[config.mk]
export PLATFORM = sky130hd
export DESIGN_NAME = pcu_mul
export DESIGN_NICKNAME = d
export VERILOG_FILES = /design/src/hdl/pcu_pkg.sv /design/src/hdl/pcu_mul.sv
export SDC_FILE = /design/constraint.sdc
export NUM_CORES = 2
export LEC_CHECK = 0
export BUFFER_PORTS_ARGS = -buffer_cell sky130_fd_sc_hd__buf_2
export CAP_MARGIN = 20
export CORE_UTILIZATION = 59
export CTS_BUF_LIST = sky130_fd_sc_hd__clkbuf_2 sky130_fd_sc_hd__clkbuf_4 sky130_fd_sc_hd__clkbuf_8
export DETAILED_ROUTE_END_ITERATION = 10
export GPL_TIMING_DRIVEN = 0
export PLACE_DENSITY = 0.74
export SLEW_MARGIN = 40
export SYNTH_ARGS = -nofsm -noshare
export SYNTH_HDL_FRONTEND = slang
export SYNTH_SLANG_ARGS = --single-unit
[constraint.sdc]
create_clock -name clock -period 11.51 [get_ports clock]
set_input_delay 0.5755 -clock clock [delete_from_list [all_inputs] [get_ports clock]]
set_output_delay 0.5755 -clock clock [all_outputs]
set_load 0.02 [all_outputs]
[src/hdl/pcu_pkg.sv]
`timescale 1ns / 1ps
`default_nettype none
// ----------------------------------------------------------------------------
// pcu_pkg
// Shared types, codes and fixed-point helpers for the phase consensus update.
// ----------------------------------------------------------------------------
package pcu_pkg;

   localparam int REQ_DATA_W = 40;
   localparam int RSP_DATA_W = 64;
   localparam int CSR_IDX_W  = 3;

   localparam logic CMD_UPDATE = 1'b0;
   localparam logic CMD_TICK   = 1'b1;

   localparam logic MODE_FIRST  = 1'b0;
   localparam logic MODE_SECOND = 1'b1;

   localparam logic [CSR_IDX_W-1:0] CSR_MODE     = 3'd0;
   localparam logic [CSR_IDX_W-1:0] CSR_COUNT    = 3'd1;
   localparam logic [CSR_IDX_W-1:0] CSR_OFFSET   = 3'd2;
   localparam logic [CSR_IDX_W-1:0] CSR_STEP     = 3'd3;
   localparam logic [CSR_IDX_W-1:0] CSR_COUPLING = 3'd4;
   localparam logic [CSR_IDX_W-1:0] CSR_DELAY    = 3'd5;
   localparam logic [CSR_IDX_W-1:0] CSR_CURRENT  = 3'd6;

   // pi scaled by 2^60
   localparam logic [63:0] PI_Q60 = 64'h3243_F6A8_885A_308D;

   localparam logic signed [63:0] SAT_HI = 64'sh0000_0000_7FFF_FFFF;
   localparam logic signed [63:0] SAT_LO = 64'shFFFF_FFFF_8000_0000;

   typedef struct packed {
      logic               mode;
      logic [4:0]         neighbor_count;
      logic signed [31:0] phase_offset;
      logic signed [31:0] step_gain;
      logic signed [31:0] coupling_gain;
      logic signed [31:0] delay_gain;
      logic signed [31:0] current_gain;
   } cfg_type;

   typedef struct packed {
      logic signed [31:0] prev;
      logic signed [31:0] now;
   } nbr_entry_type;

   typedef enum logic [3:0] {
      ST_IDLE,
      ST_UPD_WR,
      ST_WALK_DIFF,
      ST_WALK_ACC,
      ST_WALK_CUR,
      ST_WALK_DEL,
      ST_DRAIN,
      ST_FINAL_MUL,
      ST_FINAL,
      ST_OUT
   } pcu_state_type;

   function automatic logic [63:0] pi_fixed(input int fb);
      return (PI_Q60 + (64'd1 << (59 - fb))) >> (60 - fb);
   endfunction

   function automatic logic signed [31:0] sat32(input logic signed [63:0] x);
      logic signed [31:0] y;
      if (x > SAT_HI) begin
         y = SAT_HI[31:0];
      end else if (x < SAT_LO) begin
         y = SAT_LO[31:0];
      end else begin
         y = x[31:0];
      end
      return y;
   endfunction

   // single wrap into -pi..pi
   function automatic logic signed [63:0] wrap_once(input logic signed [63:0] x,
                                                    input logic signed [63:0] pi,
                                                    input logic signed [63:0] two_pi);
      logic signed [63:0] y;
      if (x < -pi) begin
         y = x + two_pi;
      end else if (x > pi) begin
         y = x - two_pi;
      end else begin
         y = x;
      end
      return y;
   endfunction

endpackage
`default_nettype wire

[src/hdl/pcu_mul.sv]
`timescale 1ns / 1ps
`default_nettype none
// ----------------------------------------------------------------------------
// pcu_mul
// Shared fixed-point multiplier: product stage, then round-to-nearest stage.
// ----------------------------------------------------------------------------
module pcu_mul
   import pcu_pkg::*;
#(
   parameter int FRAC_BITS = 16
)
(
   input  wire logic               clock,
   input  wire logic               reset,
   input  wire logic               go,
   input  wire logic signed [31:0] op_a,
   input  wire logic signed [31:0] op_b,
   output logic signed [63:0]      res,
   output logic                    res_valid,
   output logic                    busy
);

   localparam logic signed [63:0] HALF = 64'sd1 <<< (FRAC_BITS - 1);

   logic signed [63:0] prod_ff;
   logic signed [63:0] res_ff;
   logic               v1_ff;
   logic               v2_ff;

   always_ff @(posedge clock) begin
      prod_ff <= 64'(op_a) * 64'(op_b);
      res_ff  <= (prod_ff + HALF) >>> FRAC_BITS;
   end

   always_ff @(posedge clock) begin
      if (reset) begin
         v1_ff <= 1'b0;
         v2_ff <= 1'b0;
      end else begin
         v1_ff <= go;
         v2_ff <= v1_ff;
      end
   end

   assign res       = res_ff;
   assign res_valid = v2_ff;
   assign busy      = v1_ff | v2_ff;

endmodule
`default_nettype wire

Yosys cells after proc, flatten, opt, wreduce, memory -nomap -nowiden
Index checks and enable logic that the tools add are counted.
Widths: inputs -> output; s select.
Cells by class
  add/subtract/negate cells: 1
  multipliers: 1
  bitwise gates (word level): 1
Operator list (count)
  $add 64x17->64 const B: 1
  $mul 32x32->64: 1
  $or 1x1->1: 1
Storage, ports and cells
  register bits after elaboration: 114
  input bits: 67
  output and inout port bits: 66

Longest topological paths before layout
  depth in word-level cells: 1
  mapped depth: 29

Worst setup path before layout
No wires, ideal clock.
  path type: input -> register
  start point: in op_a[31]
  end point: reg prod_ff[63]
  setup time: 0.072 ns
  arrival: 8.083 ns
  path slack: 3.355 ns
  stages: 29
  buffers on the path: 2
  path through: clkbuf_1 -> nand2_1 -> inv_1 -> fa_1 -> inv_1 -> fa_1 -> inv_1 -> fa_1 -> fa_1 -> inv_1 -> fa_1 -> inv_1 -> fa_1 -> inv_1 -> fa_1 -> inv_1 -> fa_1 -> ha_1 -> clkbuf_1 -> and4_1 -> and3_1 -> a211oi_1 -> o21ai_0 -> nor2b_1 -> nand3_2 -> a31oi_4 -> nor3_1 -> o41ai_2 -> xnor2_1
On the way
  word-level cells in the longest chain between the ends: 1
RTL lines
  start: declaration: line pcu_mul.sv:16  | input wire logic signed [31:0] op_a,
  $mul 32x32->64: line pcu_mul.sv:31  | prod_ff <= 64'(op_a) * 64'(op_b);
  end signal: assignment: line pcu_mul.sv:31
  end: declaration: line pcu_mul.sv:25  | logic signed [63:0] prod_ff;
No other way between the ends.
A chain may end at the register's enable or synchronous reset.

Final worst setup path
  start point: in op_b[5]
  end point: reg prod_ff[62]
On the way
  word-level cells in the longest chain between the ends: 1
RTL lines
  start: declaration: line pcu_mul.sv:17  | input wire logic signed [31:0] op_b,
  $mul 32x32->64: line pcu_mul.sv:31
No other way between the ends.

==> flow_metrics.py <==
metrics = {
    "setup_path": {
        "critPathRequiredTime_ps": 11810,
        "crit_fanout": 10,
        "cp_common_cell": "fa_1",
        "critPathKind": "in -> reg",
        "critical_path.slowest_cell": "fa_1",
        "slowest_delay_ps": 1010,
        "crit_path_end_kind": "flip-flop",
        "cp-start-kind": "input port",
        "crit_arrival_ps": 9840,
    },
    "final_layout": {
        "num-fill-cells": 5586,
        "syn2layout_area_growth_pct": 5.332,
        "drive_above_1_share": 0.05445,
        "nNetsFinal": 5530,
    },
    "clocking": {
        "clk_pin_slew_ps": 110,
        "htree_levels": 3,
        "cts_tree": "built",
        "cts_setup_buffers": 0,
        "cts_buffers": 9,
        "hold_buffers": 0,
        "cts_resized": 0,
        "clk_path_buf_depth": 2,
        "cts.sinks": 99,
        "clk_latency_ps": 400,
        "cts_root_buf": "clkbuf_8",
    },
    "place": {
        "portBuffers": 132,
        "gp_congestion": 1.100,
        "dpl.hpwl_um": 109600,
    },
    "floorplan": {
        "start_util": 0.5981,
        "die_h_um": 257.9,
        "die_area_um2": 66500,
        "io_pins": 133,
        "core_area_um2": 64580,
        "dieWidth_um": 257.9,
        "rows": 93,
    },
    "drt": {
        "finalWirelength_um": 129100,
        "first_pass_iters": 6,
        "vias": 28863,
        "wl_per_cell_um": 25.46,
        "ant_nets": 0,
        "drcViolationCount": 0,
        "drt-vias-per-instance": 5.694,
        "drtIter0Drc": 2513,
    },
    "synthesis": {
        "synth_area_leader_cell": "fa_1",
        "synth_edf_count": 0,
        "synth.distinct_cells": 54,
        "synth_nets": 5381,
        "synthTopCellsByCount": "fa_1, inv_1, nand2_1",
        "synth_adder_area_share": 0.6189,
        "synthArstFlopShare": 0,
        "synth_ff_type": "dfxtp_1",
        "synthMuxAreaShare": 0,
        "synth_compound_area_frac": 0.02559,
        "ys_top_cells_by_area": "fa_1, inv_1, and2_1, ha_1, nand2_1",
        "netlist_area_um2": 38630,
        "syn_avg_cell_area_um2": 9.533,
        "synth_top_family_by_area": "adder cells",
        "synth_xor_area_frac": 0.02540,
        "ys_seq_area_frac": 0.05131,
        "synth_most_common_cell": "fa_1",
        "synth_cells": 4052,
        "synth_seq_cells": 99,
        "synth-simple-area-share": 0.1591,
        "yosysTopAreaCellShare": 0.5602,
        "ys_warn_count": 0,
    },
    "grt": {
        "grt_start_max_net_pins": 21,
        "first_global_vias": 31472,
        "grt_pass1_wl_um": 195500,
        "gr-usage-all-layers": 0.4110,
        "grt_overflow": 0,
        "antenna_found_initial": 20,
    },
    "sta": {
        "fin_skew_ps": 13.56,
        "hold_viol_final": 0,
        "setup_tns_ps": 0,
        "worst_slew_pin_slew_ps": 1019,
        "finalCriticalPeriod_ps": 9535,
        "max_slew_margin": 0.3204,
        "max_freq_mhz": 104.9,
        "finalCritPeriodShare": 0.8284,
        "slew_viol_final": 0,
        "setup_viol": 0,
        "rsz0062_at_grt": "false",
    },
    "hold_path": {
        "hold_class": "in -> reg",
    },
    "outcome": {
        "status": "completed",
    },
    "flow_run": {
        "cap_violations": 0,
    },
}
-- logic make-up after synthesis --
kind of cell	after synthesis
adder cells (fa/ha/maj)	1262
buffers and inverters	1211
flip-flops	99
AO/OA/AOI/OAI	152
AND/OR/NAND/NOR	1216
XOR/XNOR	112
-- worst max-delay path, delay by kind of cell --
family	cells	cell delay [ps]
adders and majority gates	9	4690
buffers and inverters	10	2330
and+or+nand+nor	5	1270
AOI/OAI and AO/OA	4	820
xor gates and xnor gates	1	140
-- metrics by stage --
stage | setup WS (ps) | util | area, µm² | hold WS, ps | instances
final | 1975 | 0.6300 | 40690 | 340.7 | 5069
after global routing | 1422 | 0.6298 | 40670 | 323.0 | 5064
after CTS | 2020 | 0.6292 | 40640 | 313.9 | 5059
after detailed placement | 1604 | 0.6261 | 40440 | 435.9 | 5043
after global placement | 1354 | 0.6249 | 40360 | 430.9 | 5039
after floorplan | 3355 | - | 38630 | 409.5 | 4052
-- state kept, by name, summed over array words and instances, names as in the netlist --
| signal | cells |
|---|---|
| prod_ff | 49 |
| res | 48 |
| res_valid | 1 |
| v1_ff | 1 |
-- layout make-up --
type / count / area, µm² / share of cell area
clock inverter: 7 / 76.32 / 0.001876
antenna: 8 / 20.02 / 0.0004920
clock buffer: 9 / 123.9 / 0.003044
timing repair buffer: 138 / 716.9 / 0.01762
sequential: 99 / 1982 / 0.04871
tap: 855 / 1070 / 0.02629
buffer: 221 / 954.7 / 0.02346
multi-input combinational: 2742 / 32030 / 0.7872
inverter: 990 / 3716 / 0.09133
-- routing by layer --
metal	vias to the layer above	track usage	wire length, µm
met5	-	0	63
met4	8	0.3361	13460
met3	541	0.1039	14920
met2	1734	0.6213	56420
met1	14769	0.5015	44210
li1	11811	-	-
-- worst paths after layout --
check	startpoint	to	slack, ps	cells after the start
setup reg to reg	prod_ff[15]$_DFF_P_	res[47]$_DFF_P_	8490	10
hold / removal	reset	res_valid$_SDFF_PP0_	340	2
hold reg to reg	prod_ff[63]$_DFF_P_	res[47]$_DFF_P_	450	1
setup / recovery	op_b[5]	prod_ff[62]$_DFF_P_	1970	29
-- cell usage in the layout, fill, tap and decap left out, types with 57 or more instances in the layout --
master | Yosys | layout
buf_2 | 3 | 135
ha_1 | 181 | 181
fa_1 | 1081 | 1080
clkbuf_1 | 200 | 163
dfxtp_1 | 99 | 99
nor2_1 | 57 | 57
nand2_1 | 531 | 531
xnor2_1 | 80 | 80
inv_1 | 990 | 990
and2_1 | 516 | 516
Power is not shown: default switching activity piles up to over one toggle a cycle in this logic, so the estimate is an artifact.
