**config.mk**
```make
export PLATFORM = sky130hd
export DESIGN_NAME = pcu_nbr_mem
export DESIGN_NICKNAME = d
export VERILOG_FILES = /design/src/hdl/pcu_pkg.sv /design/src/hdl/pcu_nbr_mem.sv
export SDC_FILE = /design/constraint.sdc
export NUM_CORES = 1
export LEC_CHECK = 0
export ABC_AREA = 1
export BUFFER_PORTS_ARGS = -buffer_cell sky130_fd_sc_hd__buf_2
export CAP_MARGIN = 20
export CORE_UTILIZATION = 56
export DETAILED_ROUTE_END_ITERATION = 16
export GPL_TIMING_DRIVEN = 1
export PLACE_DENSITY_LB_ADDON = 0.08
export SLEW_MARGIN = 20
export SYNTH_ARGS = -nofsm -noshare
export SYNTH_HDL_FRONTEND = slang
export SYNTH_SLANG_ARGS = --single-unit
```
**constraint.sdc**
```tcl
create_clock -name clock -period 3.84 [get_ports clock]
set_input_delay 0.192 -clock clock [delete_from_list [all_inputs] [get_ports clock]]
set_output_delay 0.192 -clock clock [all_outputs]
set_load 0.02 [all_outputs]
```
**src/hdl/pcu_pkg.sv**
```systemverilog
`timescale 1ns / 1ps
`default_nettype none
// ----------------------------------------------------------------------------
// pcu_pkg
// Shared types, codes and fixed-point helpers for the phase consensus update.
// ----------------------------------------------------------------------------
package pcu_pkg;

   localparam int REQ_DATA_W = 40;
   localparam int RSP_DATA_W = 64;
   localparam int CSR_IDX_W  = 3;

   localparam logic CMD_UPDATE = 1'b0;
   localparam logic CMD_TICK   = 1'b1;

   localparam logic MODE_FIRST  = 1'b0;
   localparam logic MODE_SECOND = 1'b1;

   localparam logic [CSR_IDX_W-1:0] CSR_MODE     = 3'd0;
   localparam logic [CSR_IDX_W-1:0] CSR_COUNT    = 3'd1;
   localparam logic [CSR_IDX_W-1:0] CSR_OFFSET   = 3'd2;
   localparam logic [CSR_IDX_W-1:0] CSR_STEP     = 3'd3;
   localparam logic [CSR_IDX_W-1:0] CSR_COUPLING = 3'd4;
   localparam logic [CSR_IDX_W-1:0] CSR_DELAY    = 3'd5;
   localparam logic [CSR_IDX_W-1:0] CSR_CURRENT  = 3'd6;

   // pi scaled by 2^60
   localparam logic [63:0] PI_Q60 = 64'h3243_F6A8_885A_308D;

   localparam logic signed [63:0] SAT_HI = 64'sh0000_0000_7FFF_FFFF;
   localparam logic signed [63:0] SAT_LO = 64'shFFFF_FFFF_8000_0000;

   typedef struct packed {
      logic               mode;
      logic [4:0]         neighbor_count;
      logic signed [31:0] phase_offset;
      logic signed [31:0] step_gain;
      logic signed [31:0] coupling_gain;
      logic signed [31:0] delay_gain;
      logic signed [31:0] current_gain;
   } cfg_type;

   typedef struct packed {
      logic signed [31:0] prev;
      logic signed [31:0] now;
   } nbr_entry_type;

   typedef enum logic [3:0] {
      ST_IDLE,
      ST_UPD_WR,
      ST_WALK_DIFF,
      ST_WALK_ACC,
      ST_WALK_CUR,
      ST_WALK_DEL,
      ST_DRAIN,
      ST_FINAL_MUL,
      ST_FINAL,
      ST_OUT
   } pcu_state_type;

   function automatic logic [63:0] pi_fixed(input int fb);
      return (PI_Q60 + (64'd1 << (59 - fb))) >> (60 - fb);
   endfunction

   function automatic logic signed [31:0] sat32(input logic signed [63:0] x);
      logic signed [31:0] y;
      if (x > SAT_HI) begin
         y = SAT_HI[31:0];
      end else if (x < SAT_LO) begin
         y = SAT_LO[31:0];
      end else begin
         y = x[31:0];
      end
      return y;
   endfunction

   // single wrap into -pi..pi
   function automatic logic signed [63:0] wrap_once(input logic signed [63:0] x,
                                                    input logic signed [63:0] pi,
                                                    input logic signed [63:0] two_pi);
      logic signed [63:0] y;
      if (x < -pi) begin
         y = x + two_pi;
      end else if (x > pi) begin
         y = x - two_pi;
      end else begin
         y = x;
      end
      return y;
   endfunction

endpackage
`default_nettype wire

```
**src/hdl/pcu_nbr_mem.sv**
```systemverilog
`timescale 1ns / 1ps
`default_nettype none
// ----------------------------------------------------------------------------
// pcu_nbr_mem
// Neighbor phase store: current and previous phase per slot, registered read.
// ----------------------------------------------------------------------------
module pcu_nbr_mem
   import pcu_pkg::*;
#(
   parameter int DEPTH = 16,
   parameter int AW    = 4
)
(
   input  wire logic          clock,
   input  wire logic          reset,
   input  wire logic          rd_en,
   input  wire logic [AW-1:0] rd_addr,
   output nbr_entry_type      rd_entry,
   input  wire logic          wr_en,
   input  wire logic [AW-1:0] wr_addr,
   input  wire nbr_entry_type wr_entry
);

   nbr_entry_type nbr_mem [DEPTH];
   logic [DEPTH-1:0] slot_vld_ff;
   nbr_entry_type    rd_data_ff;
   logic             rd_vld_ff;

   always_ff @(posedge clock) begin
      if (wr_en) begin
         nbr_mem[wr_addr] <= wr_entry;
      end
      if (rd_en) begin
         rd_data_ff <= nbr_mem[rd_addr];
      end
   end

   always_ff @(posedge clock) begin
      if (reset) begin
         slot_vld_ff <= '0;
         rd_vld_ff   <= 1'b0;
      end else begin
         if (wr_en) begin
            slot_vld_ff[wr_addr] <= 1'b1;
         end
         if (rd_en) begin
            rd_vld_ff <= slot_vld_ff[rd_addr];
         end
      end
   end

   // never-written slot reads as zero
   assign rd_entry = rd_vld_ff ? rd_data_ff : '0;

endmodule
`default_nettype wire

```
* Word-level counts from Yosys, hierarchy flattened *
Memories as Yosys holds them, arrays and structs flattened. A register that Yosys moved wholly into a read port is not among the register bits.
Index checks and enable logic that the tools add are counted.

word-level totals
  logic and storage cells = 15
  output and inout port bits = 64
  register bits after elaboration = 17
  bits in writable memories = 1024
  memory bits (read-only) = 0
  latch bits = 0
  memories kept = 1

cells by class
  bitwise gates (word level) = 1
  order comparisons = 3
  div/mod/pow operators = 0
  mux-type cells = 7
  reductions and logical operators = 1
  equal/unequal tests = 0
  multiply operators = 0
  add/sub/neg operators = 0
  shift operators = 0

memories
  name     words  bits a word  rd ports  clocked after Yosys merged registers in  write ports  RTL line           source
  nbr_mem  16     64           1         1                                        1            pcu_nbr_mem.sv:24  nbr_entry_type nbr_mem [DEPTH];

operators by type and width
  operator                                                                count
  64-bit 2-to-1 mux                                                       1
  16-bit OR                                                               1
  4-bit by 5-bit < comparator with 1-bit output (second input constant)   2
  1-bit binary-select mux with 4-bit select                               1
  1-bit demux with 4-bit select                                           1
  4-bit by 1-bit >= comparator with 1-bit output (second input constant)  1
  1-bit 2-to-1 mux                                                        4
  1-bit logical AND                                                       1

* Logic depth before layout (Yosys ltp) *
Gate-level depths: netlist of the first run.

  depth in word-level cells = 5
  gate-level depth with buffers = 12
  gate-level depth less buffers = 9

* Worst setup path before layout of the first run *
No wires, ideal clock.

  path type = in2reg
  start point = in wr_en
  end point = mem nbr_mem[12][0] (netlist bit), enable pin
  path slack = 0.158 ns
  required time = 3.352 ns
  stages = 4
  data arrival time = 3.195 ns
  path buffers = 0
  path through = inv_1 nor3_1 inv_1 nor2_1

on the way
  cells in the longest elaborated chain, start to end = 2

ends and longest elaborated chain
  what                                    RTL line           source
  from (decl)                             pcu_nbr_mem.sv:19  input wire logic wr_en,
  1-bit 2-to-1 mux                        pcu_nbr_mem.sv:30  if (wr_en) begin
  1-bit 2-to-1 mux (implied by the code)  pcu_nbr_mem.sv:31  nbr_mem[wr_addr] <= wr_entry;
  to (decl)                               pcu_nbr_mem.sv:24

Every way passes these cells.

==> results of run 1 <==
-- report_power, final --
part	internal [mW]	switching, mW	leakage, nW
sequential	13.6	0.0866	10.0
combinational	0.417	1.05	4.90
clock	6.30	4.45	1.82
-- sequential cells by signal, summed over array words and instances, names as in the netlist --
| signal | cells |
|---|---|
| nbr_mem | 1024 |
| rd_data_ff | 64 |
| rd_vld_ff | 1 |
| slot_vld_ff | 16 |
-- cells in the final DEF (no fill, tap or decap) --
cell	Yosys	final
clkbuf_16	0	117
clkinv_2	0	32
buf_4	22	43
inv_4	1	2
o211ai_1	238	238
o221ai_1	18	18
buf_2	53	134
dlygate4sd3_1	0	65
inv_8	0	1
o21ai_1	45	45
nand2_1	151	151
buf_8	1	2
inv_6	0	2
buf_12	0	23
nor3_1	2	2
inv_1	76	73
nor2_4	0	16
nand3_1	143	143
clkinv_1	0	24
diode_2	0	4
edfxtp_1	1088	1088
clkbuf_8	0	5
dfxtp_4	0	1
buf_6	14	1
clkinvlp_4	0	2
inv_16	0	1
o21ai_0	467	467
nor2_1	798	782
clkinv_4	0	1
bufinv_16	0	10
o21ba_2	2	2
dfxtp_1	17	16
clkbuf_1	114	19
-- repair_timing --
| item | 4_1_cts | 5_1_grt |
|---|---|---|
| hold buffers | 65 | 0 |
| gates resized for setup | 0 | 0 |
| endpoints found under the hold margin | 1041 | 0 |
-- per-layer routing --
layer	GRT usage (%)	share of wire [%]	vias to the layer above
met4	8.28	2.4	2
met1	39.8	43	13620
met5	0	0.015	-
met2	45.5	48	1066
li1	-	-	12273
met3	3.93	7.1	192
-- worst max path at each step --
stage,from,endpoint,slack [ns]
floorplan,wr_en,nbr_mem[12][0]$_DFFE_PP_,0.16
global placement,rd_addr[0],rd_data_ff[29]$_DFFE_PP_,1.28
detailed placement,rd_addr[0],rd_data_ff[29]$_DFFE_PP_,1.24
CTS,rd_vld_ff$_SDFFE_PP0P_,rd_entry[33],1.27
global route,rd_vld_ff$_SDFFE_PP0P_,rd_entry[33],1.20
finish,rd_vld_ff$_SDFFE_PP0P_,rd_entry[33],1.29
-- cells in the mapped netlist --
cell type	count
clkbuf_4	1
o21ai_1	45
nor2_1	798
nand2_1	151
nand3_1	143
inv_4	1
buf_6	14
buf_8	1
o21ba_2	2
nor3_1	2
clkbuf_1	114
buf_4	22
buf_2	53
o221ai_1	18
inv_1	76
edfxtp_1	1088
buf_1	20
o211ai_1	238
dfxtp_1	17
o21ai_0	467
-- cells by family (layout without fill, tap and decap cells) --
family / after synthesis / in the layout / synth area share, %
AOI/OAI and AO/OA: 770 / 770 / 10.5
buffers and inverters: 302 / 557 / 3.25
DFF: 1105 / 1105 / 76.4
other: 0 / 4 / 0
and+or+nand+nor: 1094 / 1094 / 9.92
-- final cells by class --
| type | count | share of cell area [%] |
|---|---|---|
| Sequential cell | 1105 | 66.9 |
| Inverter | 77 | 0.631 |
| Tap cell | 1030 | 2.61 |
| Antenna cell | 4 | 0.0203 |
| Timing Repair Buffer | 268 | 4.35 |
| Clock inverter | 71 | 1.21 |
| Multi-Input combinational cell | 1864 | 18.1 |
| Clock buffer | 141 | 6.21 |
==> results_dict.tcl, run 1 <==
set metrics [dict create \
    ant_nets 0 \
    cts_setup_buffers 0 \
    final_nets 3504 \
    htree_num_levels 3 \
    dp_hpwl_um 50900 \
    gp_congestion 0.756 \
    gr-usage-all-layers_pct 28.0 \
    arrival_ns 2.36 \
    synth_area_per_cell_um2 13.2 \
    synth.cell_area_mm2 0.0432 \
    hold_slack_ns 0.135 \
    tns_ns 0 \
    path_buf_inv 3 \
    hold_class "input port to register" \
    seq_area_mm2 0.0330 \
    cp_top_family "flip-flops" \
    placed_area_mm2 0.0450 \
    syn_inst 3271 \
    cts-root-buf "clkbuf_16" \
    dr.pass1.iters 6 \
    rsz0062_at_grt "no" \
    globalRoute.totalOverflow 0 \
    wl_per_cell_um 23.8 \
    period_share_pct 66.4 \
    grt_pass1_wl_um 163000 \
    leakage_nw 16.7 \
    maxSlewHeadroom_pct 22.1 \
    dp.cells 4279 \
    insertion_delay_ns 0.67 \
    clock_path_buffers 3 \
    status "completed" \
    wl_um 109000 \
    synth_top_area_cell "edfxtp_1" \
    start_util_pct 56.7 \
    die_area_mm2 0.0783 \
    fin_ws_ns 1.29 \
    vdd_drop_max_uv 374 \
    setup_viol 0 \
    synthTopCellsByArea "edfxtp_1 76%, nor2_1 6.9%, o21ai_0 5.4%" \
    p_per_area_mw_per_mm2 524 \
    cts_tree "built" \
    period_needed_ns 2.55 \
    cp.depth 4 \
    yosys.area.top_type_share_pct 75.6 \
    grt_pass1_vias 26683 \
    hold_depth 1 \
    slowest_delay_ns 0.84 \
    final_core_util_pct 64.8 \
    rr_endpoint "rd_vld_ff$_SDFFE_PP0P_" \
    crit_required_ns 3.65 \
    antenna_found_initial 4 \
    multi_input_area_mm2 0.00893 \
    ys_seq_elements 1105 \
    whs_endpoint "rd_data_ff[7]$_DFFE_PP_" \
    hold_viol 0 \
    synth_nets 3347 \
    postLayoutCellArea_mm2 0.0494 \
    drive_gt1_share_pct 11.2 \
    critPathKind "register to output pin" \
    fin_worst_skew_ns 0.0191 \
    die_x_um 280 \
    finalMaxSlewViolations 0 \
    via_count 27153 \
    ios 140 \
    yosysSeqAreaShare_pct 76.4 \
    slowest_stage "dfxtp_4" \
    numPortBuffers 139 \
    r2r-start "rd_vld_ff$_SDFFE_PP0P_" \
    grt_max_degree 223 \
    max_cap_violations 0 \
    r2r_slack_ns 2.22 \
    drtIter0Drc 2925 \
    start_kind "register" \
    nFillCells 5542 \
    cp_cell_sequence "buf_4, nand2_1, inv_1, buf_2" \
    tightest_slew_ns 1.17 \
    cts-buffers-inserted 112 \
    critPathMaxFanout 36 \
    clk_pin_slew_worst_paths_ns 0.06 \
    viasPerCell 5.95 \
    drc 0 \
    synth.distinct_cells 20 \
    max_freq_mhz 392 \
    dieHeight_um 280 \
    dp_slack_ns 1.24 \
    core-area_mm2 0.0762 \
    area_growth_syn_to_layout_pct 14.2 \
    end_kind "output pin" \
    final_cells 4560 \
    worstHoldStart "rd_en" \
    ff2ff_path_depth 5 \
    yosys_warnings 0 \
    numClockSinks 1105 \
    core.rowCount 101 \
    power.total_mw 25.9 \
]
(Power assumes the default switching activity.)
==> inputs of run 2 (changes only) <==
--- a/config.mk
+++ b/config.mk
@@ -5,10 +5,10 @@
 export SDC_FILE = /design/constraint.sdc
 export NUM_CORES = 1
 export LEC_CHECK = 0
-export ABC_AREA = 1
+export ABC_AREA = 0
 export BUFFER_PORTS_ARGS = -buffer_cell sky130_fd_sc_hd__buf_2
 export CAP_MARGIN = 20
-export CORE_UTILIZATION = 56
+export CORE_UTILIZATION = 60
 export DETAILED_ROUTE_END_ITERATION = 16
 export GPL_TIMING_DRIVEN = 1
 export PLACE_DENSITY_LB_ADDON = 0.08
==> constraint.sdc (replaced) <==
create_clock -name clock -period 2.6 [get_ports clock]
set_input_delay 0.13 -clock clock [delete_from_list [all_inputs] [get_ports clock]]
set_output_delay 0.13 -clock clock [all_outputs]
set_load 0.02 [all_outputs]
==> run 2 against run 1 <==
Net effect: clock skew up 0.0041 ns; register-to-register slack worse by 1.3 ns; highest routed layer unchanged; sequential power up 48%; clock power up 41%; via count down 32%; final cell count down 36%; area after synthesis down 4.1%; die area down 10%; combinational power up 27%; critical endpoint is now rd_entry[11]; synthesized cell count down 50%.
==> results_dict.tcl, run 2 <==
set metrics [dict create \
    status "completed" \
    startpoint "rd_vld_ff$_SDFFE_PP0P_" \
    grt_pass1_vias 19327 \
    synth.cell_area_mm2 0.0414 \
    end_kind "output pin" \
    ys_seq_elements 1105 \
    vdd_drop_max_uv 674 \
    fin_ws_ns 0.450 \
    ant_nets 0 \
    wl_per_cell_um 30.0 \
    via_count 18454 \
    die_area_mm2 0.0701 \
    dr.pass1.iters 5 \
    final_common_cell "edfxtp_1" \
    synth.distinct_cells 21 \
    clock_path_buffers 3 \
    wl_um 87300 \
    dp_hpwl_um 44200 \
    period_needed_ns 2.15 \
    synth_mux_area_share_pct 17.6 \
    critPathMaxFanout 40 \
    largest_reg_flops 1024 \
    setup_viol 0 \
    synth_top_family_by_area "multiplexers" \
    insertion_delay_ns 0.67 \
    rsz0062_at_grt "no" \
    mostFrequentLayoutCells "1,088 x edfxtp_1, 322 x mux4_2, 134 x buf_2" \
    finalMaxSlewViolations 0 \
    ff2ff_path_depth 2 \
    synth_most_common_cell "edfxtp_1" \
    synth_top_area_cell "edfxtp_1" \
    period_share_pct 82.7 \
    tightest_slew_ns 0.750 \
    core-area_mm2 0.0678 \
    yosys.area.top_type_share_pct 78.8 \
    dieHeight_um 265 \
    cts_resized 0 \
    tns_ns 0 \
    drc 0 \
    grt_max_degree 66 \
    drtIter0Drc 1950 \
    worstHoldStart "rd_en" \
    cts-root-buf "clkbuf_16" \
    die_x_um 265 \
    htree_num_levels 3 \
    crit_required_ns 2.47 \
    synth_nets 1719 \
    viasPerCell 6.35 \
    start_kind "register" \
    final_nets 2024 \
    max_cap_violations 0 \
    synth_edf_count 1088 \
    worstSetupEndpoint "rd_entry[11]" \
    ios 140 \
    clk_pin_slew_worst_paths_ns 0.06 \
    synth_top_flop_cell "edfxtp_1" \
    n_antenna_cell 0 \
    yosysSeqAreaShare_pct 79.7 \
    regMostFlops "nbr_mem" \
    numClockSinks 1105 \
    synthAdderAreaFrac_pct 0 \
    dp_slack_ns 0.432 \
    final_core_util_pct 71.1 \
    synthTopCellsByArea "edfxtp_1 79%, mux4_2 17%, and2_1 0.97%" \
    leakage_nw 15.5 \
    hold_slack_ns 0.105 \
    r2r-start "nbr_mem[7][53]$_DFFE_PP_" \
    syn_inst 1643 \
    cts-buffers-inserted 106 \
    gr-usage-all-layers_pct 25.8 \
    maxSlewHeadroom_pct 49.9 \
    gp_congestion 0.733 \
    synth-simple-area-share_pct 1.61 \
    p_per_area_mw_per_mm2 772 \
    fin_worst_skew_ns 0.0232 \
    drive_gt1_share_pct 34.5 \
    synth_area_per_cell_um2 25.2 \
    hold_class "input port to register" \
    core.rowCount 95 \
    cts_tree "built" \
    synth-xor-area-share_pct 0 \
    power.total_mw 37.2 \
    arrival_ns 2.02 \
    area_growth_syn_to_layout_pct 16.2 \
    start_util_pct 61.2 \
    critPathKind "register to output pin" \
    max_freq_mhz 465 \
    globalRoute.totalOverflow 0 \
    yosys_warnings 0 \
    async_flop_share_pct 0 \
    synth_compound_area_share_pct 0.0785 \
    r2r_slack_ns 0.96 \
    numPortBuffers 139 \
    grt_pass1_wl_um 129000 \
    ys_top_cells_by_count "1,088 x edfxtp_1, 322 x mux4_2, 64 x and2_1, 47 x nor2_1, 44 x clkbuf_1" \
    rr_endpoint "rd_data_ff[53]$_DFFE_PP_" \
    top_regs "nbr_mem: 1024 flops, rd_data_ff: 64 flops, slot_vld_ff: 16 flops" \
    antenna_found_initial 2 \
    hold_viol 0 \
]
[run 2: power by group]
part | switching (mW) | internal, mW | leakage (nW)
clock | 6.30 | 8.87 | 1.68
combinational | 0.991 | 0.867 | 3.83
sequential | 0.104 | 20.0 | 10.0
[run 2: kinds of logic after synthesis]
family,count (synthesis)
multiplexers,326
flip-flops,1105
buffers and inverters,82
AO/OA/AOI/OAI,4
AND/OR/NAND/NOR,126
[run 2: repair_timing]
item                        CTS  global route
setup buffers                 0             0
hold endpoints to repair   1041             0
setup endpoints to repair     0             0
hold buffers                 65             0
[run 2: worst min-delay path by stage]
stage                                         endpoint  depth (start not counted)
after floorplan                nbr_mem[0][0]$_DFFE_PP_                          0
after global placement    slot_vld_ff[11]$_SDFFE_PP0P_                          2
after detailed placement  slot_vld_ff[11]$_SDFFE_PP0P_                          2
after CTS                      rd_data_ff[6]$_DFFE_PP_                          2
after global routing          rd_data_ff[26]$_DFFE_PP_                          2
final                          rd_data_ff[6]$_DFFE_PP_                          2
[run 2: final cells by class]
cell class              count  area [µm²]
fillers                  3930       19600
repair buffers            279        2480
flip-flops and latches   1105       33000
multi-input cells         456        8130
clock inverters            59         536
well taps                 873        1090
clock buffers             135        2910
[run 2: per-stage QoR]
| stage | std cells | cell area (µm²) |
|---|---|---|
| floorplan | 1643 | 41500 |
| global placement | 2648 | 44100 |
| detailed placement | 2648 | 44100 |
| CTS | 2907 | 48200 |
| global route | 2907 | 48200 |
| finish | 2907 | 48200 |
[run 2: routing by layer]
metal	GRT usage, %	vias up	share of wire [%]	wire length [µm]
li1	-	7695	-	-
met1	36.7	9999	41	35600
met2	43.0	618	52	45000
met3	3.33	140	5.5	4790
met4	7.28	2	2.2	1910
met5	0	-	0.011	10
[run 2: worst max-delay path, stage by stage (launching register included)]
cell and delay, ns:
dfxtp_2 0.32, buf_4 0.50, and2_1 0.31, buf_2 0.20
