`config.mk`:
```
export PLATFORM = sky130hd
export DESIGN_NAME = pcu_csr
export DESIGN_NICKNAME = d
export VERILOG_FILES = /design/src/hdl/pcu_pkg.sv /design/src/hdl/pcu_csr.sv
export SDC_FILE = /design/constraint.sdc
export NUM_CORES = 1
export LEC_CHECK = 0
export BUFFER_PORTS_ARGS = -buffer_cell sky130_fd_sc_hd__buf_2
export CELL_PAD_IN_SITES_DETAIL_PLACEMENT = 1
export CELL_PAD_IN_SITES_GLOBAL_PLACEMENT = 2
export CORE_ASPECT_RATIO = 1.5
export CORE_UTILIZATION = 32
export DETAILED_ROUTE_END_ITERATION = 12
export HOLD_SLACK_MARGIN = 0.03
export PLACE_DENSITY = 0.75
export SETUP_SLACK_MARGIN = 0.2
export SLEW_MARGIN = 0
export SYNTH_ARGS = -nofsm -noshare
export SYNTH_HDL_FRONTEND = slang
export SYNTH_SLANG_ARGS = --single-unit
```
`constraint.sdc`:
```
create_clock -name clock -period 1.4 [get_ports clock]
set_input_delay 0.14 -clock clock [delete_from_list [all_inputs] [get_ports clock]]
set_output_delay 0.14 -clock clock [all_outputs]
set_load 0.005 [all_outputs]
```
`src/hdl/pcu_pkg.sv`:
```
`timescale 1ns / 1ps
`default_nettype none
// ----------------------------------------------------------------------------
// pcu_pkg
// Shared types, codes and fixed-point helpers for the phase consensus update.
// ----------------------------------------------------------------------------
package pcu_pkg;

   localparam int REQ_DATA_W = 40;
   localparam int RSP_DATA_W = 64;
   localparam int CSR_IDX_W  = 3;

   localparam logic CMD_UPDATE = 1'b0;
   localparam logic CMD_TICK   = 1'b1;

   localparam logic MODE_FIRST  = 1'b0;
   localparam logic MODE_SECOND = 1'b1;

   localparam logic [CSR_IDX_W-1:0] CSR_MODE     = 3'd0;
   localparam logic [CSR_IDX_W-1:0] CSR_COUNT    = 3'd1;
   localparam logic [CSR_IDX_W-1:0] CSR_OFFSET   = 3'd2;
   localparam logic [CSR_IDX_W-1:0] CSR_STEP     = 3'd3;
   localparam logic [CSR_IDX_W-1:0] CSR_COUPLING = 3'd4;
   localparam logic [CSR_IDX_W-1:0] CSR_DELAY    = 3'd5;
   localparam logic [CSR_IDX_W-1:0] CSR_CURRENT  = 3'd6;

   // pi scaled by 2^60
   localparam logic [63:0] PI_Q60 = 64'h3243_F6A8_885A_308D;

   localparam logic signed [63:0] SAT_HI = 64'sh0000_0000_7FFF_FFFF;
   localparam logic signed [63:0] SAT_LO = 64'shFFFF_FFFF_8000_0000;

   typedef struct packed {
      logic               mode;
      logic [4:0]         neighbor_count;
      logic signed [31:0] phase_offset;
      logic signed [31:0] step_gain;
      logic signed [31:0] coupling_gain;
      logic signed [31:0] delay_gain;
      logic signed [31:0] current_gain;
   } cfg_type;

   typedef struct packed {
      logic signed [31:0] prev;
      logic signed [31:0] now;
   } nbr_entry_type;

   typedef enum logic [3:0] {
      ST_IDLE,
      ST_UPD_WR,
      ST_WALK_DIFF,
      ST_WALK_ACC,
      ST_WALK_CUR,
      ST_WALK_DEL,
      ST_DRAIN,
      ST_FINAL_MUL,
      ST_FINAL,
      ST_OUT
   } pcu_state_type;

   function automatic logic [63:0] pi_fixed(input int fb);
      return (PI_Q60 + (64'd1 << (59 - fb))) >> (60 - fb);
   endfunction

   function automatic logic signed [31:0] sat32(input logic signed [63:0] x);
      logic signed [31:0] y;
      if (x > SAT_HI) begin
         y = SAT_HI[31:0];
      end else if (x < SAT_LO) begin
         y = SAT_LO[31:0];
      end else begin
         y = x[31:0];
      end
      return y;
   endfunction

   // single wrap into -pi..pi
   function automatic logic signed [63:0] wrap_once(input logic signed [63:0] x,
                                                    input logic signed [63:0] pi,
                                                    input logic signed [63:0] two_pi);
      logic signed [63:0] y;
      if (x < -pi) begin
         y = x + two_pi;
      end else if (x > pi) begin
         y = x - two_pi;
      end else begin
         y = x;
      end
      return y;
   endfunction

endpackage
`default_nettype wire

```
`src/hdl/pcu_csr.sv`:
```
`timescale 1ns / 1ps
`default_nettype none
// ----------------------------------------------------------------------------
// pcu_csr
// Configuration register file, one write per handshake.
// ----------------------------------------------------------------------------
module pcu_csr
   import pcu_pkg::*;
(
   input  wire logic                 clock,
   input  wire logic                 reset,
   input  wire logic                 csr_valid,
   output logic                      csr_ready,
   input  wire logic [CSR_IDX_W-1:0] csr_index,
   input  wire logic [31:0]          csr_data,
   output cfg_type                   cfg
);

   cfg_type cfg_ff;
   cfg_type cfg_in;

   assign csr_ready = 1'b1;
   assign cfg       = cfg_ff;

   always_comb begin
      cfg_in = cfg_ff;
      if (csr_valid) begin
         case (csr_index)
            CSR_MODE:     cfg_in.mode           = csr_data[0];
            CSR_COUNT:    cfg_in.neighbor_count = csr_data[4:0];
            CSR_OFFSET:   cfg_in.phase_offset   = csr_data;
            CSR_STEP:     cfg_in.step_gain      = csr_data;
            CSR_COUPLING: cfg_in.coupling_gain  = csr_data;
            CSR_DELAY:    cfg_in.delay_gain     = csr_data;
            CSR_CURRENT:  cfg_in.current_gain   = csr_data;
            default:      cfg_in = cfg_ff;
         endcase
      end
   end

   always_ff @(posedge clock) begin
      if (reset) begin
         cfg_ff <= '0;
      end else begin
         cfg_ff <= cfg_in;
      end
   end

endmodule
`default_nettype wire

```
Word-level counts from Yosys, hierarchy flattened
Cells that the tools add are included.
Word-level totals
  register bits: 166
  output and inout port bits: 167
  input bits: 38
  logic and storage cells: 21
Cells by class
  eq/ne operators: 6
  reduce and logical (&&, ||, !) cells: 8
Operators with widths (number)
  2-bit AND reduction: 7
  3-bit equality test, second input constant: 3
  3-bit by 2-bit equality test with 1-bit output, second input constant: 2
  3-bit by 1-bit equality test with 1-bit output, second input constant: 1
  3-bit logical NOT: 1

Depth between registers and ports, before layout
Gate-level depths: netlist (run 1).
  depth after elaboration: 2
  depth in mapped cells: 5
  gate-level depth less buffers: 2

Least setup slack after synthesis (run 1)
OpenSTA, ideal clock, no wires.
  kind: input port to flip-flop
  start point: in csr_index[0]
  end point: reg cfg_ff, in the netlist cfg[129]
  cell stages on the path: 5
  setup time: 0.072 ns
  arrival time: 0.961 ns
  required time: 1.328 ns
  path slack: 0.367 ns
  path buffers: 3
  path through: buf_4 > and4bb_1 > buf_6 > buf_12 > mux2i_1
On the way
  cells in the longest elaborated chain, start to end: 2
RTL lines
  from (decl): RTL line pcu_csr.sv:14  | input wire logic [CSR_IDX_W-1:0] csr_index,
  3-bit by 2-bit equality test with 1-bit output: RTL line pcu_csr.sv:28  | case (csr_index)
  2-bit AND reduction (no source line)
  to (signal assigned): RTL line pcu_csr.sv:45  | cfg_ff <= cfg_in;
  to (decl): RTL line pcu_csr.sv:19  | cfg_type cfg_ff;
No other way between the ends.
A chain may end at the register's enable or synchronous reset.

Final worst setup path (run 1)
  start point: reg cfg_ff, in the netlist cfg[43]
  end point: out cfg[43] in the netlist's numbering
RTL lines
  to (decl): RTL line pcu_csr.sv:16  | output cfg_type cfg
No word-level cell between the ends.

==> impl_metrics.yaml, run 1 <==
detailed_routing:
  avgViaCountPerCell: 4.560
  antenna_left: 0
  drc_errors: 0
  firstDrtPassIters: 4
  wl_mm: 18.49
  drt_iter0_markers: 164
  vias: 4815
  post_drt_wl_per_cell_um: 17.50
global_routing:
  grt_start_max_net_pins: 78
  antenna_found_initial: 1
  grt_pass1_vias: 5106
  grt_overflow: 0
  grt_pass1_wl_mm: 29.04
  grt_usage_pct: 17.93
critical_path:
  cp_slowest_cell: "dfxtp_1"
  critPathRequiredTime_ns: 1.26
  crit_fanout: 2
  critPathKind: "reg -> out"
  reg2reg_depth: 2
  path_depth: 1
  critical_path_arrival_ns: 0.94
  end_kind: "output pin"
  path_cells: "buf_2"
  start_kind: "register"
  worst_path_largest_cell_delay_ns: 0.38
  path_delay_family: "flip-flops"
  path_buf_inv: 1
timing:
  finalCritPeriodShare_pct: 76.86
  fin_setup_tns_ns: 0
  fmax_mhz: 929.3
  rsz0062_at_grt: "false"
  finClkSkew_ns: 0
  setup_slack_ns: 0.3239
  setup_violations: 0
  drv_slew: 0
  final.min_clock_period_ns: 1.076
  finalHoldViolations: 0
placement:
  placed_cells: 1023
  placed_area_um2: 7949
  place_ws_ns: 0.1292
  portBuffers: 203
  hpwl_mm: 13.32
  gp_congestion: 0.7270
synthesis:
  synth_top_area_share_pct: 49.83
  ys.warnings.count: 0
  syn_nets: 623
  yosysUniqueCellTypes: 14
  yosysSeqAreaShare_pct: 49.83
  avgSynthCellArea_um2: 11.40
  syn_inst: 585
  yosysTopAreaCell: "dfxtp_1"
  netlist_area_um2: 6669
  ys_ff_latch: 166
  ys_top_cells_by_area: "dfxtp_1, mux2i_1, nand2b_1"
cts:
  clkLatencyLatePin_ns: 0.42
  cts_root_buffer: "clkbuf_16"
  clock-sinks: 166
  htreeDepth: 4
  cts_buffers: 17
  ctsResizeCount: 0
  post_cts_buffers: 0
  clkTransAtPathRegs_ns: 0.06
  cts_tree: "done"
  clk_path_buf_depth: 2
  holdBufCountCts: 0
die:
  ioPinCount: 205
  core_um2: 20420
  die_w_um: 119.9
  dieArea_um2: 21430
  die_h_um: 178.8
  initial_core_util_pct: 32.66
  rows: 64
run:
  maxCapViolations: 0
cells_and_area:
  syn2layout_area_growth_pct: 28.80
  drive_gt1_share_pct: 31.98
  seqCellArea_um2: 3323
  final_cell_mix: "buf_2, nand2b_1, mux2i_1, dfxtp_1, clkbuf_16"
  final_common_cell: "buf_2"
  multi_input_area_um2: 3057
  design_area_um2: 8589
  final_cells: 1056
  fillers: 2315
  largest_reg_flops: 166
  fin_nets: 816
worst_hold_path:
  holdPathStages: 3
  hold_class: "in -> reg"
power_and_ir_drop:
  p_per_area_nw_per_um2: 1247
  power_leakage_nw: 4.529
  irDropWorstVdd_mv: 0.7886
outcome:
  outcome: "finished clean"
-- cells by family (layout without fill, tap and decap cells) --
kind of cell           Yosys count  after routing  synth area share (%)
buffers and inverters           45            251                 4.578
DFF                            166            166                 49.83
muxes                          166            166                 24.92
other                            1              2               0.05623
and+or+nand+nor                207            207                 20.62
-- power by group --
part / switching, mW / leakage [nW] / internal, mW / total [mW]
combinational: 0.354 / 2.88 / 0.343 / 0.697
sequential: 0.0594 / 1.34 / 4.83 / 4.89
clock: 1.95 / 0.305 / 3.17 / 5.13
total: 2.37 / 4.53 / 8.34 / 10.7
-- Yosys cell counts --
master and number:
conb_1 1, buf_6 7, and4b_1 1, dfxtp_1 166, and4bb_1 1, nor4b_1 1
buf_2 5, nand2b_1 198, buf_4 12, nand4b_4 3, clkbuf_1 19, nand4bb_1 3
buf_12 2, mux2i_1 166
-- area by class of cell --
cell class / count / share of cell area, %
multi-input combinational: 374 / 35.59
timing repair buffer: 219 / 14.42
antenna: 1 / 0.02913
sequential: 166 / 38.69
tap: 264 / 3.846
clock buffer: 20 / 5.084
clock inverter: 12 / 2.345
-- final timing paths --
check	startpoint	endpoint	slack, ns
worst min register to register	cfg[131]$_SDFFE_PP0P_	cfg[131]$_SDFFE_PP0P_	0.47
worst max-delay path	cfg[43]$_SDFFE_PP0P_	cfg[43]	0.32
worst min-delay path	csr_data[21]	cfg[53]$_SDFFE_PP0P_	0.08
worst max register to register	cfg[152]$_SDFFE_PP0P_	cfg[152]$_SDFFE_PP0P_	0.73
-- routing by layer --
metal	up-vias	global-route usage [%]	part of all wire (%)
met2	116	33.60	55
met4	0	6.563	1.7
met1	2367	19.29	39
met5	-	0	0
li1	2311	-	-
met3	21	4.389	4.0
-- metrics by stage --
stage / util [%] / total power [mW] / hold slack [ns]
floorplan: - / 5.415 / 0.3812
global placement: 38.93 / 5.680 / 0.4564
detailed placement: 38.93 / 5.705 / 0.4660
CTS: 42.05 / 10.86 / 0.06955
global route: 42.07 / 11.14 / 0.09171
finish: 42.07 / 10.71 / 0.08445
Power figures use the tool's default switching activity.
==> run 2, diff against run 1 <==
--- a/config.mk
+++ b/config.mk
@@ -5,14 +5,15 @@
 export SDC_FILE = /design/constraint.sdc
 export NUM_CORES = 1
 export LEC_CHECK = 0
+export ABC_AREA = 1
 export BUFFER_PORTS_ARGS = -buffer_cell sky130_fd_sc_hd__buf_2
 export CELL_PAD_IN_SITES_DETAIL_PLACEMENT = 1
 export CELL_PAD_IN_SITES_GLOBAL_PLACEMENT = 2
 export CORE_ASPECT_RATIO = 1.5
-export CORE_UTILIZATION = 32
+export CORE_UTILIZATION = 24
 export DETAILED_ROUTE_END_ITERATION = 12
 export HOLD_SLACK_MARGIN = 0.03
-export PLACE_DENSITY = 0.75
+export PLACE_DENSITY = 0.71
 export SETUP_SLACK_MARGIN = 0.2
 export SLEW_MARGIN = 0
 export SYNTH_ARGS = -nofsm -noshare
==> constraint.sdc (replaced) <==
create_clock -name clock -period 0.9 [get_ports clock]
set_input_delay 0.09 -clock clock [delete_from_list [all_inputs] [get_ports clock]]
set_output_delay 0.09 -clock clock [all_outputs]
set_load 0.005 [all_outputs]
==> run 2 against run 1 <==
The flow now finishes with violations (setup timing). Hold slack worse by 0.025 ns. Worst setup slack worse by 0.44 ns. Highest routed layer unchanged. Flip-flop and latch count unchanged.
==> impl_metrics.yaml, run 2 <==
critical_path:
  reg2reg_to: "cfg[67]$_SDFFE_PP0P_"
  path_buf_inv: 1
  worst_path_largest_cell_delay_ns: 0.36
  crit_fanout: 2
  critPathLaunch: "cfg[125]$_SDFFE_PP0P_"
  rrSetupSlack_ns: 0.19
  end_kind: "output pin"
  cp_slowest_cell: "dfxtp_2"
  critPathKind: "reg -> out"
  start_kind: "register"
  path_depth: 1
  path_delay_family: "flip-flops"
  timing.rr.start: "cfg[67]$_SDFFE_PP0P_"
  crit_end: "cfg[125]"
  reg2reg_depth: 3
  path_cells: "buf_2"
  critical_path_arrival_ns: 0.93
  critPathRequiredTime_ns: 0.81
die:
  die_w_um: 136.7
  ioPinCount: 205
  die_h_um: 204.0
  dieArea_um2: 27890
  initial_core_util_pct: 24.57
  rows: 73
  core_um2: 26580
detailed_routing:
  post_drt_wl_per_cell_um: 19.35
  antenna_left: 0
  drt_iter0_markers: 264
  vias: 7189
  avgViaCountPerCell: 4.576
  drc_errors: 0
  wl_mm: 30.40
  firstDrtPassIters: 4
power_and_ir_drop:
  irDropWorstVdd_mv: 1.403
  total_power_mw: 19.56
  p_per_area_nw_per_um2: 1609
  power_leakage_nw: 5.355
timing:
  setup_slack_ns: -0.1163
  finClkSkew_ns: 0
  finalCritPeriodShare_pct: 112.9
  drv_slew: 0
  rsz0062_at_grt: "true"
  fmax_mhz: 984.0
  hold_ws_ns: 0.05917
  final.min_clock_period_ns: 1.016
  finalHoldViolations: 0
  setup_violations: 166
global_routing:
  grt_overflow: 0
  grt_pass1_wl_mm: 40.43
  grt_pass1_vias: 6887
  grt_usage_pct: 19.77
  antenna_found_initial: 0
  grt_start_max_net_pins: 50
cts:
  holdBufCountCts: 0
  clock-sinks: 166
  cts_root_buffer: "clkbuf_16"
  cts_buffers: 17
  clkLatencyLatePin_ns: 0.44
  cts_tree: "done"
  htreeDepth: 4
  clk_path_buf_depth: 2
  clkTransAtPathRegs_ns: 0.07
cells_and_area:
  syn2layout_area_growth_pct: 86.15
  final_common_cell: "nor2_1"
  drive_gt1_share_pct: 57.86
  antenna_cells: 0
  fillers: 3099
  fin_nets: 1259
  largest_reg_flops: 166
  final_cell_mix: "nor2_1, dfxtp_2, nand2_1"
placement:
  portBuffers: 203
  hpwl_mm: 17.17
  gp_congestion: 0.7701
  place_ws_ns: -0.5832
synthesis:
  syn_nets: 990
  ys.warnings.count: 0
  synthTopCellsByCount: "nor2_1, nand2_1, dfxtp_1, nand3_1, inv_1"
  synth.most_common_cell: "nor2_1"
  avgSynthCellArea_um2: 6.861
  synth_top_area_share_pct: 50.88
  netlist_area_um2: 6531
  synth_edf_count: 0
  synthFlopType: "dfxtp_1"
  yosysUniqueCellTypes: 13
  syn_inst: 952
  ys_top_cells_by_area: "dfxtp_1, nor2_1, nand3_1"
  ys_ff_latch: 166
  async_reset_ff_share_pct: 0
  yosysTopAreaCell: "dfxtp_1"
  yosysSeqAreaShare_pct: 50.88
worst_hold_path:
  hold_class: "in -> reg"
outcome:
  violations: "setup timing"
  outcome: "complete, but fails checks"
run:
  maxCapViolations: 0
[run 2: cell types whose count changed after synthesis, moves of 7 or more]
cell / before / now
nor2_1: 0 / 339
nand2b_1: 198 / 0
nand2_1: 0 / 172
mux2i_1: 166 / 0
nand3_1: 0 / 166
inv_1: 0 / 38
buf_2: 5 / 32
buf_1: 0 / 11
buf_4: 12 / 1
buf_6: 7 / 0
[run 2: cells by family (layout without fill, tap and decap cells)]
logic type / after synthesis / in the layout / synth area share (%)
and+or+nand+nor: 679 / 680 / 42.28
DFF: 166 / 166 / 50.88
buffers and inverters: 105 / 386 / 6.705
other: 1 / 1 / 0.05742
AOI/OAI and AO/OA: 1 / 1 / 0.07655
[run 2: power breakdown]
part / internal [mW] / switching, mW / leakage, nW / total [mW]
clock: 5.51 / 3.22 / 0.336 / 8.73
combinational: 1.40 / 1.59 / 3.59 / 2.99
sequential: 7.64 / 0.197 / 1.43 / 7.84
total: 14.6 / 5.01 / 5.35 / 19.6
[run 2: stage by stage]
step	std cells	setup TNS, ns	instance area [um^2]	util [%]
after floorplan	952	0	7069	-
after global placement	1469	-49.17	8600	32.35
after CTS	1527	-15.43	10340	38.92
final	1571	-12.05	12160	45.74
after detailed placement	1469	-53.25	8600	32.35
after global routing	1571	-17.23	12160	45.74
[run 2: layout make-up]
type                    count  area (um^2)  share of cell area [%]
inverters                  39        188.9                   1.554
multi-input cells         682         3839                   31.57
flip-flops and latches    166         3546                   29.17
well taps                 337        421.7                   3.468
clock inverters            11        217.7                   1.791
clock buffers              21        480.5                   3.952
repair buffers            315         3465                   28.50
[run 2: per-layer routing]
metal  vias to the layer above  track usage (%)  wire length [um]
met2                       156            35.90             16430
li1                       3497                -                 -
met5                         -                0                 0
met3                        30            4.514              1282
met4                         0            6.389               551
met1                      3506            22.37             12130
[run 2: how the worst min path moves through the flow]
stage | from | endpoint | slack, ns | cells after the start
after floorplan | csr_index[1] | cfg[65]$_SDFFE_PP0P_ | 0.31 | 4
after global placement | cfg[43]$_SDFFE_PP0P_ | cfg[43]$_SDFFE_PP0P_ | 0.45 | 2
after detailed placement | cfg[43]$_SDFFE_PP0P_ | cfg[43]$_SDFFE_PP0P_ | 0.46 | 2
after CTS | csr_data[12] | cfg[12]$_SDFFE_PP0P_ | 0.04 | 5
after global routing | csr_data[12] | cfg[12]$_SDFFE_PP0P_ | 0.07 | 5
final | csr_data[12] | cfg[12]$_SDFFE_PP0P_ | 0.06 | 5
[run 2: timing repair]
item	4_1_cts	5_1_grt
hold endpoints to repair	0	0
resized for setup	257	243
gates cloned	6	22
pin swaps	14	89
setup endpoints to repair	241	287
buffers inserted	20	22
==> run 3, diff against run 2 <==
--- a/config.mk
+++ b/config.mk
@@ -9,7 +9,7 @@
 export BUFFER_PORTS_ARGS = -buffer_cell sky130_fd_sc_hd__buf_2
 export CELL_PAD_IN_SITES_DETAIL_PLACEMENT = 1
 export CELL_PAD_IN_SITES_GLOBAL_PLACEMENT = 2
-export CORE_ASPECT_RATIO = 1.5
+export CORE_ASPECT_RATIO = 1.25
 export CORE_UTILIZATION = 24
 export DETAILED_ROUTE_END_ITERATION = 12
 export HOLD_SLACK_MARGIN = 0.03
==> run 3 against run 2 <==
The run still ends with setup timing left. Die area hardly changed. Global-route usage is 0.98 points lower. Clock skew stayed put. First-iteration DRC count is 23% lower. Critical path type unchanged.
==> impl_metrics.yaml, run 3 (synthesis gave the netlist of run 2 again) <==
critical_path:
  critical_path_arrival_ns: 0.91
  path_cells: "buf_2"
  cp_slowest_cell: "dfxtp_2"
  path_buf_inv: 1
  critPathRequiredTime_ns: 0.81
  start_kind: "register"
  rrSetupSlack_ns: 0.24
  reg2reg_to: "cfg[136]$_SDFFE_PP0P_"
  path_delay_family: "flip-flops"
  critPathKind: "reg -> out"
  end_kind: "output pin"
  path_depth: 1
  worst_path_largest_cell_delay_ns: 0.36
  timing.rr.start: "cfg[136]$_SDFFE_PP0P_"
  crit_end: "cfg[116]"
  reg2reg_depth: 3
  crit_fanout: 2
  critPathLaunch: "cfg[116]$_SDFFE_PP0P_"
detailed_routing:
  avgViaCountPerCell: 4.442
  firstDrtPassIters: 4
  wl_met1_mm: 10.72
  drc_errors: 0
  wl_met2_mm: 13.17
  top_layer_used: "met5"
  post_drt_wl_per_cell_um: 16.94
  antenna_left: 0
  wl_mm: 25.63
  vias: 6721
  wl_met3_mm: 1.346
  drt_iter0_markers: 202
timing:
  fin_setup_tns_ns: -10.39
  finClkSkew_ns: 0
  setup_violations: 166
  finalHoldViolations: 0
  fmax_mhz: 999.5
  setup_slack_ns: -0.1005
  drv_slew: 0
  final.min_clock_period_ns: 1.001
  finalCritPeriodShare_pct: 111.2
  rsz0062_at_grt: "true"
cells_and_area:
  largest_reg_flops: 166
  utilization_pct: 37.60
  antenna_cells: 0
  fin_nets: 1193
  final_common_cell: "nor2_1"
  syn2layout_area_growth_pct: 53.97
  final_cells: 1513
  drive_gt1_share_pct: 42.55
  final_cell_mix: "nor2_1, nand2_1, dfxtp_2"
global_routing:
  antenna_found_initial: 1
  grt_overflow: 0
  grt_start_max_net_pins: 61
  grt_usage_pct: 18.79
  grt_pass1_wl_mm: 39.32
  grt_pass1_vias: 6849
cts:
  clk_path_buf_depth: 2
  htreeDepth: 4
  clock-sinks: 166
  holdBufCountCts: 0
  cts_tree: "done"
  cts_buffers: 17
  clkLatencyLatePin_ns: 0.43
  cts_root_buffer: "clkbuf_16"
  clkTransAtPathRegs_ns: 0.07
run:
  maxCapViolations: 0
die:
  initial_core_util_pct: 24.42
  dieArea_um2: 27880
  ioPinCount: 205
  core_um2: 26740
  die_w_um: 149.6
  die_h_um: 186.4
  rows: 67
power_and_ir_drop:
  power_leakage_nw: 4.561
  p_per_area_nw_per_um2: 1735
  irDropWorstVdd_mv: 1.247
placement:
  portBuffers: 203
  placed_cells: 1474
  hpwl_mm: 17.38
  gp_congestion: 0.7492
outcome:
  violations: "setup timing"
  outcome: "complete, but fails checks"
worst_hold_path:
  hold_class: "in -> reg"
[run 3: cell count changes in the layout (fill, tap and decap cells not counted), sizes merged]
cell,before,now
buf,298,247
bufinv,6,2
clkbuf,38,25
clkinv,3,4
clkinvlp,2,5
inv,39,38
nor2,342,341
[run 3: layout make-up]
| type | instances | area [um^2] |
|---|---|---|
| inverter | 39 | 178.9 |
| clock inverter | 10 | 123.9 |
| timing repair buffer | 250 | 2295 |
| tap | 345 | 431.7 |
| fill | 3260 | 16690 |
| clock buffer | 22 | 464.2 |
| sequential | 166 | 3531 |
| multi-input combinational | 681 | 3032 |
[run 3: where the power goes]
group	internal [mW]	leakage, nW	switching, mW
combinational	0.951	2.87	1.25
clock	4.25	0.269	3.17
sequential	7.65	1.43	0.170
[run 3: routing by layer]
| layer | global-route usage [%] | vias to the layer above |
|---|---|---|
| met5 | 0 | - |
| met4 | 5.455 | 2 |
| met3 | 5.306 | 21 |
| met2 | 33.08 | 139 |
| met1 | 21.74 | 3204 |
| li1 | - | 3355 |
[run 3: timing repair]
item,in CTS,in global routing
setup endpoints to repair,168,246
cloned,0,2
setup buffers,2,3
resized for setup,223,40
pin swaps,0,5
[run 3: per-stage QoR]
| step | instance area, um^2 | setup WS, ns | power [mW] | hold WS, ns |
|---|---|---|---|---|
| global placement | 8612 | -0.2164 | 9.946 | 0.4487 |
| global route | 10060 | -0.1329 | 18.26 | 0.08979 |
| finish | 10060 | -0.1005 | 17.45 | 0.04586 |
| CTS | 9771 | -0.1281 | 17.64 | 0.03321 |
| floorplan | 7069 | 0.1302 | 9.067 | 0.3115 |
| detailed placement | 8612 | -0.2773 | 9.973 | 0.4665 |
[run 3: worst min path at each step]
stage | cells after the start | to | slack, ns | startpoint
detailed placement | 2 | cfg[5]$_SDFFE_PP0P_ | 0.47 | cfg[5]$_SDFFE_PP0P_
global placement | 2 | cfg[6]$_SDFFE_PP0P_ | 0.45 | cfg[6]$_SDFFE_PP0P_
floorplan | 4 | cfg[65]$_SDFFE_PP0P_ | 0.31 | csr_index[1]
CTS | 5 | cfg[54]$_SDFFE_PP0P_ | 0.03 | csr_data[22]
finish | 5 | cfg[54]$_SDFFE_PP0P_ | 0.05 | csr_data[22]
global route | 5 | cfg[53]$_SDFFE_PP0P_ | 0.09 | csr_data[21]
